### config.mk
export PLATFORM = sky130hd
export DESIGN_NAME = c_style_byte_escaper
export DESIGN_NICKNAME = d
export VERILOG_FILES = /design/src/design/cse_pkg.sv /design/src/design/cse_front.sv /design/src/design/cse_queue.sv /design/src/design/cse_back.sv /design/src/design/c_style_byte_escaper.sv
export VERILOG_INCLUDE_DIRS = /design/src /design/src/design
export SDC_FILE = /design/constraint.sdc
export NUM_CORES = 1
export LEC_CHECK = 0
export BUFFER_PORTS_ARGS = -buffer_cell sky130_fd_sc_hd__buf_2
export CORE_UTILIZATION = 40
export DETAILED_ROUTE_END_ITERATION = 12
export HOLD_SLACK_MARGIN = 0.06
export RECOVER_POWER = 25
export SLEW_MARGIN = 0
export SYNTH_ARGS = -nofsm -noshare
export SYNTH_HDL_FRONTEND = slang
export SYNTH_SLANG_ARGS = --single-unit
### constraint.sdc
create_clock -name clk_i -period 4.96 [get_ports clk_i]
set_input_delay 0.992 -clock clk_i [delete_from_list [all_inputs] [get_ports clk_i]]
set_output_delay 0.992 -clock clk_i [all_outputs]
set_load 0.005 [all_outputs]
### src/design/c_style_byte_escaper_defines.svh
// Assertion macros used by the escaper back unit.
`ifndef C_STYLE_BYTE_ESCAPER_DEFINES_SVH
`define C_STYLE_BYTE_ESCAPER_DEFINES_SVH

// Same-cycle implication, checked outside reset.
`define CSE_ASSERT_IMP(lbl, ante, cons, msg) \
  lbl: assert property (@(posedge clk_i) disable iff (!rst_ni) (ante) |-> (cons)) \
    else $error(msg);

// Next-cycle implication, checked outside reset.
`define CSE_ASSERT_NXT(lbl, ante, cons, msg) \
  lbl: assert property (@(posedge clk_i) disable iff (!rst_ni) (ante) |=> (cons)) \
    else $error(msg);

`endif

### src/design/cse_pkg.sv
package cse_pkg;

  localparam int unsigned CseQueueDepth = 2;

  typedef enum logic [1:0] {
    CLS_PLAIN,
    CLS_SHORT,
    CLS_HEX
  } esc_class_e;

  typedef enum logic [1:0] {
    StepFirst,
    StepSecond,
    StepHexHi,
    StepHexLo
  } esc_step_e;

  typedef struct packed {
    esc_class_e cls;
    logic [7:0] raw;
    logic [7:0] esc_char;
    logic       string_end;
  } entry_t;

  localparam logic [7:0] PrintLow    = 8'd32;
  localparam logic [7:0] PrintHigh   = 8'd126;
  localparam logic [7:0] CtlTab      = 8'h09;
  localparam logic [7:0] CtlNewline  = 8'h0A;
  localparam logic [7:0] CtlReturn   = 8'h0D;
  localparam logic [7:0] CtlEscape   = 8'h1B;
  localparam logic [7:0] ChBackslash = 8'h5C;
  localparam logic [7:0] ChLowerX    = 8'h78;
  localparam logic [7:0] ChLowerT    = 8'h74;
  localparam logic [7:0] ChLowerN    = 8'h6E;
  localparam logic [7:0] ChLowerR    = 8'h72;
  localparam logic [7:0] ChLowerE    = 8'h65;
  localparam logic [7:0] ChZero      = 8'h30;
  localparam logic [7:0] ChUpperA    = 8'h41;

  function automatic logic [7:0] hex_char(input logic [3:0] nib);
    logic [7:0] res;
    if (nib < 4'd10) begin
      res = ChZero + {4'h0, nib};
    end else begin
      res = ChUpperA + {4'h0, nib} - 8'd10;
    end
    return res;
  endfunction

endpackage

### src/design/cse_front.sv
module cse_front (
  input  logic            clk_i,
  input  logic            rst_ni,
  input  logic            push,
  output logic            full,
  input  logic [7:0]      in_byte_i,
  input  logic            in_string_end_i,
  output logic            q_push_o,
  input  logic            q_full_i,
  output cse_pkg::entry_t q_entry_o
);
  import cse_pkg::*;

  logic   valid_d, valid_q;
  entry_t entry_d, entry_q;
  logic   accept;

  assign full     = valid_q && q_full_i;
  assign accept   = push && !full;
  assign q_push_o = valid_q;
  assign q_entry_o = entry_q;
  assign valid_d  = accept || (valid_q && q_full_i);

  always_comb begin
    entry_d            = entry_q;
    entry_d.raw        = in_byte_i;
    entry_d.string_end = in_string_end_i;
    entry_d.esc_char   = ChLowerX;
    if (in_byte_i inside {[PrintLow:PrintHigh]}) begin
      entry_d.cls = CLS_PLAIN;
    end else begin
      case (in_byte_i)
        CtlTab: begin
          entry_d.cls      = CLS_SHORT;
          entry_d.esc_char = ChLowerT;
        end
        CtlNewline: begin
          entry_d.cls      = CLS_SHORT;
          entry_d.esc_char = ChLowerN;
        end
        CtlReturn: begin
          entry_d.cls      = CLS_SHORT;
          entry_d.esc_char = ChLowerR;
        end
        CtlEscape: begin
          entry_d.cls      = CLS_SHORT;
          entry_d.esc_char = ChLowerE;
        end
        default: begin
          entry_d.cls = CLS_HEX;
        end
      endcase
    end
  end

  always_ff @(posedge clk_i or negedge rst_ni) begin
    if (!rst_ni) begin
      valid_q <= 1'b0;
    end else begin
      valid_q <= valid_d;
    end
  end

  always_ff @(posedge clk_i) begin
    if (accept) begin
      entry_q <= entry_d;
    end
  end

endmodule

### src/design/cse_queue.sv
module cse_queue #(
  parameter int unsigned Depth = cse_pkg::CseQueueDepth
) (
  input  logic            clk_i,
  input  logic            rst_ni,
  input  logic            push_i,
  output logic            full_o,
  input  cse_pkg::entry_t entry_i,
  output logic            empty_o,
  input  logic            pop_i,
  output cse_pkg::entry_t entry_o
);
  import cse_pkg::*;

  localparam int unsigned IdxW = (Depth > 1) ? $clog2(Depth) : 1;
  localparam int unsigned CntW = $clog2(Depth + 1);
  localparam logic [IdxW-1:0] LastIdx = IdxW'(Depth - 1);

  entry_t            mem_q [Depth];
  logic [IdxW-1:0]   wr_ptr_d, wr_ptr_q;
  logic [IdxW-1:0]   rd_ptr_d, rd_ptr_q;
  logic [CntW-1:0]   count_d, count_q;
  logic              do_push, do_pop;

  assign full_o  = (count_q == CntW'(Depth));
  assign empty_o = (count_q == '0);
  assign do_push = push_i && !full_o;
  assign do_pop  = pop_i && !empty_o;
  assign entry_o = mem_q[rd_ptr_q];

  always_comb begin
    wr_ptr_d = wr_ptr_q;
    rd_ptr_d = rd_ptr_q;
    count_d  = count_q;
    if (do_push) begin
      wr_ptr_d = (wr_ptr_q == LastIdx) ? '0 : wr_ptr_q + 1'b1;
    end
    if (do_pop) begin
      rd_ptr_d = (rd_ptr_q == LastIdx) ? '0 : rd_ptr_q + 1'b1;
    end
    if (do_push && !do_pop) begin
      count_d = count_q + 1'b1;
    end else if (do_pop && !do_push) begin
      count_d = count_q - 1'b1;
    end
  end

  always_ff @(posedge clk_i or negedge rst_ni) begin
    if (!rst_ni) begin
      wr_ptr_q <= '0;
      rd_ptr_q <= '0;
      count_q  <= '0;
    end else begin
      wr_ptr_q <= wr_ptr_d;
      rd_ptr_q <= rd_ptr_d;
      count_q  <= count_d;
    end
  end

  always_ff @(posedge clk_i) begin
    if (do_push) begin
      mem_q[wr_ptr_q] <= entry_i;
    end
  end

endmodule

### src/design/cse_back.sv
`include "c_style_byte_escaper_defines.svh"

module cse_back (
  input  logic            clk_i,
  input  logic            rst_ni,
  input  logic            q_empty_i,
  input  cse_pkg::entry_t q_entry_i,
  output logic            q_pop_o,
  output logic            empty,
  input  logic            pop,
  output logic [7:0]      out_byte_o,
  output logic            run_last_o,
  output logic            string_last_o
);
  import cse_pkg::*;

  logic       out_valid_d, out_valid_q;
  logic [7:0] out_byte_d, out_byte_q;
  logic       run_last_d, run_last_q;
  logic       string_last_d, string_last_q;
  esc_step_e  step_d, step_q, step_next;
  logic       load, emit, last;
  logic [7:0] next_char;

  assign load = !out_valid_q || pop;
  assign emit = load && !q_empty_i;

  always_comb begin
    case (step_q)
      StepFirst: begin
        next_char = (q_entry_i.cls == CLS_PLAIN) ? q_entry_i.raw : ChBackslash;
        step_next = StepSecond;
      end
      StepSecond: begin
        next_char = q_entry_i.esc_char;
        step_next = StepHexHi;
      end
      StepHexHi: begin
        next_char = hex_char(q_entry_i.raw[7:4]);
        step_next = StepHexLo;
      end
      StepHexLo: begin
        next_char = hex_char(q_entry_i.raw[3:0]);
        step_next = StepFirst;
      end
      default: begin
        next_char = ChBackslash;
        step_next = StepFirst;
      end
    endcase
    last = ((q_entry_i.cls == CLS_PLAIN) && (step_q == StepFirst)) ||
           ((q_entry_i.cls == CLS_SHORT) && (step_q == StepSecond)) ||
           (step_q == StepHexLo);
  end

  assign q_pop_o = emit && last;

  always_comb begin
    out_valid_d   = out_valid_q;
    out_byte_d    = out_byte_q;
    run_last_d    = run_last_q;
    string_last_d = string_last_q;
    step_d        = step_q;
    if (emit) begin
      out_valid_d   = 1'b1;
      out_byte_d    = next_char;
      run_last_d    = last;
      string_last_d = last && q_entry_i.string_end;
      step_d        = last ? StepFirst : step_next;
    end else if (pop) begin
      out_valid_d = 1'b0;
    end
  end

  always_ff @(posedge clk_i or negedge rst_ni) begin
    if (!rst_ni) begin
      out_valid_q <= 1'b0;
      step_q      <= StepFirst;
    end else begin
      out_valid_q <= out_valid_d;
      step_q      <= step_d;
    end
  end

  always_ff @(posedge clk_i) begin
    out_byte_q    <= out_byte_d;
    run_last_q    <= run_last_d;
    string_last_q <= string_last_d;
  end

  assign empty         = !out_valid_q;
  assign out_byte_o    = out_byte_q;
  assign run_last_o    = run_last_q;
  assign string_last_o = string_last_q;

  `CSE_ASSERT_IMP(a_str_last_in_run, out_valid_q && string_last_q, run_last_q, "string_last outside run end")
  `CSE_ASSERT_IMP(a_mid_run_has_head, step_q != StepFirst, !q_empty_i, "mid-run step without queued entry")
  `CSE_ASSERT_IMP(a_mid_run_not_plain, (step_q != StepFirst) && !q_empty_i, q_entry_i.cls != CLS_PLAIN, "plain byte left a partial run")
  `CSE_ASSERT_NXT(a_out_hold, out_valid_q && !pop, out_valid_q && $stable(out_byte_q), "held result changed")

endmodule

### src/design/c_style_byte_escaper.sv
// Channel  | Handshake          | Fields
// ---------+--------------------+-----------------------------------------
// input    | push / full        | in_byte_i, in_string_end_i
// result   | pop / empty        | out_byte_o, run_last_o, string_last_o
//
// Each input byte gives one, two or four result bytes (plain, short or
// hex escape), sent one by one through the back unit's result register.
// An input transfer can be taken every cycle while the front register and
// queue have room, and it reaches the result register through the queue.
// Reset clears the valid flags, queue pointers and count, and run step only.
// A stalled result holds the back unit; the queue then fills and raises full.
module c_style_byte_escaper #(
  parameter int unsigned QueueDepth = cse_pkg::CseQueueDepth
) (
  input  logic       clk_i,
  input  logic       rst_ni,
  input  logic       push,
  output logic       full,
  input  logic [7:0] in_byte_i,
  input  logic       in_string_end_i,
  output logic       empty,
  input  logic       pop,
  output logic [7:0] out_byte_o,
  output logic       run_last_o,
  output logic       string_last_o
);
  import cse_pkg::*;

  entry_t f_entry, b_entry;
  logic   f_push, q_full, q_empty, b_pop;

  cse_front u_front (
    .clk_i           (clk_i),
    .rst_ni          (rst_ni),
    .push            (push),
    .full            (full),
    .in_byte_i       (in_byte_i),
    .in_string_end_i (in_string_end_i),
    .q_push_o        (f_push),
    .q_full_i        (q_full),
    .q_entry_o       (f_entry)
  );

  cse_queue #(
    .Depth (QueueDepth)
  ) u_queue (
    .clk_i   (clk_i),
    .rst_ni  (rst_ni),
    .push_i  (f_push),
    .full_o  (q_full),
    .entry_i (f_entry),
    .empty_o (q_empty),
    .pop_i   (b_pop),
    .entry_o (b_entry)
  );

  cse_back u_back (
    .clk_i         (clk_i),
    .rst_ni        (rst_ni),
    .q_empty_i     (q_empty),
    .q_entry_i     (b_entry),
    .q_pop_o       (b_pop),
    .empty         (empty),
    .pop           (pop),
    .out_byte_o    (out_byte_o),
    .run_last_o    (run_last_o),
    .string_last_o (string_last_o)
  );

endmodule
==> results.yml <==
clocking:
  cts-root-buf: "clkbuf_8"
  clkTransAtPathRegs_ns: 0.07
  cts-hold-fix-buffers: 0
  post_cts_resized: 0
  cts_buffer_depth: 2
  cts_buffers: 9
  clock_sinks: 66
  h-tree-depth: 3
  clkLatencyLatePin_ns: 0.32
  cts_setup_buffers: 0
  cts_tree: "yes"
detailed_routing:
  vias: 1619
  antenna_left: 0
  vias_per_cell: 4.89
  dr.pass1.iters: 5
  drc: 0
  dr.first_iter.drc_count: 84
  finalWirelength_mm: 4.66
  wl_per_cell_um: 14.1
layout:
  synthToLayoutAreaGrowth_pct: 13.1
  utilization: 0.475
  drive_above_1_share: 0.230
  final_common_cell: "edfxtp_1"
  antenna_cells: 0
  final_nets: 251
  final_cell_mix: "edfxtp_1, buf_2, nor2_1, nand2_1, mux2i_1"
  n_fill_cell: 618
sta:
  hold_ws_ns: 0.449
  slew-limit-headroom: 0.328
  rsz0062_at_grt: "false"
  fin_crit_ns: 2.75
  finalSetupViolCount: 0
  fmax_mhz: 364
  fin_tns_setup_ns: 0
  report.final.slew_viol_count: 0
  timing.final.hold_violations: 0
  worstMarginPinSlew_ns: 1.01
  fin_skew_ns: 0.00686
  period_share: 0.554
pwr:
  leakage_nw: 1.19
  p_sw_mw: 0.671
  sw_frac_of_total: 0.341
  power.share.clock: 0.188
  pwr-share-comb: 0.340
  p_per_area_nw_per_um2: 604
  power_frac_seq: 0.472
  ir_worst_vdd_mv: 0.175
  p_int_mw: 1.30
global_route:
  grt_usage: 0.135
  antenna_found_initial: 0
  grt_max_degree: 22
  grt_remaining_overflow: 0
  grt_pass1_vias: 1493
  grt_pass1_wl_mm: 7.47
worst_hold_path:
  min_from: "u_front.q_entry_o[5]"
  hold_depth: 0
  hold_class: "flop to flop"
  whs_endpoint: "u_queue.mem_q[1][5]"
synth:
  synthesis.area_um2: 2880
  syn_area_per_cell_um2: 14.5
  yosys_warnings: 0
  synth-seq-cells: 66
  synth_top_area_share: 0.604
  synth_ff_type: "edfxtp_1"
  yosys.area.top_type: "edfxtp_1"
  synth-edff-count: 58
  synth_cell_type_count: 43
  synthCells: 199
  synthesis.nets: 220
  synthArstFlopShare: 0.121
  ys_seq_area_frac: 0.673
  ys_top_cells_by_area: "edfxtp_1, dfrtp_1, ha_1"
flow_run:
  drv_cap: 0
die:
  die_area_um2: 7550
  fp.dieH_um: 86.9
  num_rows: 30
  core_area_um2: 6870
  initial_utilization: 0.420
  io_pins: 25
  die_w_um: 86.9
worst_setup_path:
  r2r-end: "u_back.out_byte_o[2]"
  rr_startpoint: "u_queue.rd_ptr_q"
  crit_fanout: 21
  arrival_ns: 2.81
  cp-end-kind: "flop"
  rrSetupSlack_ns: 2.21
  critical_path_class: "flop to flop"
  crit_start: "u_queue.rd_ptr_q"
  critPathLaunchType: "flop"
  reg2regPathDepth: 6
  crit_required_ns: 5.02
place:
  dpl.hpwl_mm: 3.29
  portBuffers: 24
  place.gp.congestion: 0.822
run_status:
  status: "finished clean"
[logic make-up after synthesis]
family,synth area share
DFF,0.673
adders and majority gates,0.0347
AOI/OAI and AO/OA,0.0751
xor gates and xnor gates,0.0243
buffers and inverters,0.0221
and+or+nand+nor,0.0872
muxes,0.0833
[per-layer routing]
layer  vias to the layer above  part of all wire  GRT usage
li1                        811                 -          -
met2                        42              0.47      0.195
met1                       759              0.49      0.190
met3                         7             0.029     0.0256
met4                         0             0.017     0.0773
met5                         -                 0          0
[worst max-delay path: stages (launching register included)]
cell,delay (ns)
dfrtp_1,1.01
mux2i_1,0.55
ha_1,0.26
nand2_1,0.07
mux2i_1,0.12
a221oi_1,0.35
o22ai_1,0.13
[layout make-up]
cell class	count	area (µm²)	share of cell area
well taps	96	120	0.0368
multi-input cells	119	878	0.269
repair buffers	25	126	0.0387
clock inverters	6	33.8	0.0104
clock buffers	10	128	0.0391
inverters	9	33.8	0.0104
flip-flops and latches	66	1940	0.595
[how the worst max path moves through the flow]
stage,cells after the start,to,slack [ns]
global route,6,u_back.out_byte_o[2],1.98
CTS,6,u_back.out_byte_o[2],2.20
floorplan,7,u_queue.count_q[1],2.65
global placement,6,u_back.out_byte_o[2],2.31
detailed placement,6,u_back.out_byte_o[2],2.20
finish,6,u_back.out_byte_o[2],2.21
[power by group through the flow]
| stage | clock, mW | sequential (mW) | combinational, mW |
|---|---|---|---|
| after floorplan | 0 | 0.901 | 0.530 |
| after global placement | 0 | 0.939 | 0.661 |
| after detailed placement | 0 | 0.946 | 0.674 |
| after CTS | 0.383 | 0.934 | 0.678 |
| after global routing | 0.408 | 0.954 | 0.745 |
| final | 0.370 | 0.930 | 0.669 |
[registers in the layout (all words and copies together) (netlist names), 2 cells and up]
signal,flops
u_queue.mem_q,32
u_front.q_entry_o,16
u_back.out_byte_o,8
u_back.step_q,2
u_queue.count_q,2
[stage by stage]
stage / power [mW] / instances / setup slack, ns / cell area, µm²
finish: 1.97 / 331 / 2.21 / 3260
floorplan: 1.43 / 199 / 2.65 / 2880
detailed placement: 1.62 / 315 / 2.20 / 3100
global route: 2.11 / 331 / 1.98 / 3260
global placement: 1.60 / 315 / 2.31 / 3100
CTS: 1.99 / 331 / 2.20 / 3260
[synth_stat cells, drive strengths merged (2+ instances only)]
| library cell | count |
|---|---|
| inv | 9 |
| nand3b | 2 |
| o22ai | 6 |
| mux2i | 13 |
| clkbuf | 2 |
| mux2 | 8 |
| nand2b | 5 |
| nor3 | 2 |
| xnor2 | 6 |
| a221oi | 2 |
| nand4 | 3 |
| buf | 3 |
| nor3b | 2 |
| nand3 | 3 |
| a22oi | 2 |
| xor2 | 2 |
| nor2 | 13 |
| edfxtp | 58 |
| a21oi | 6 |
| o21ai | 8 |
| dfrtp | 8 |
| and2 | 2 |
| a31oi | 2 |
| nand2 | 13 |
| ha | 8 |
No activity file was read; power rests on OpenSTA's default activity.
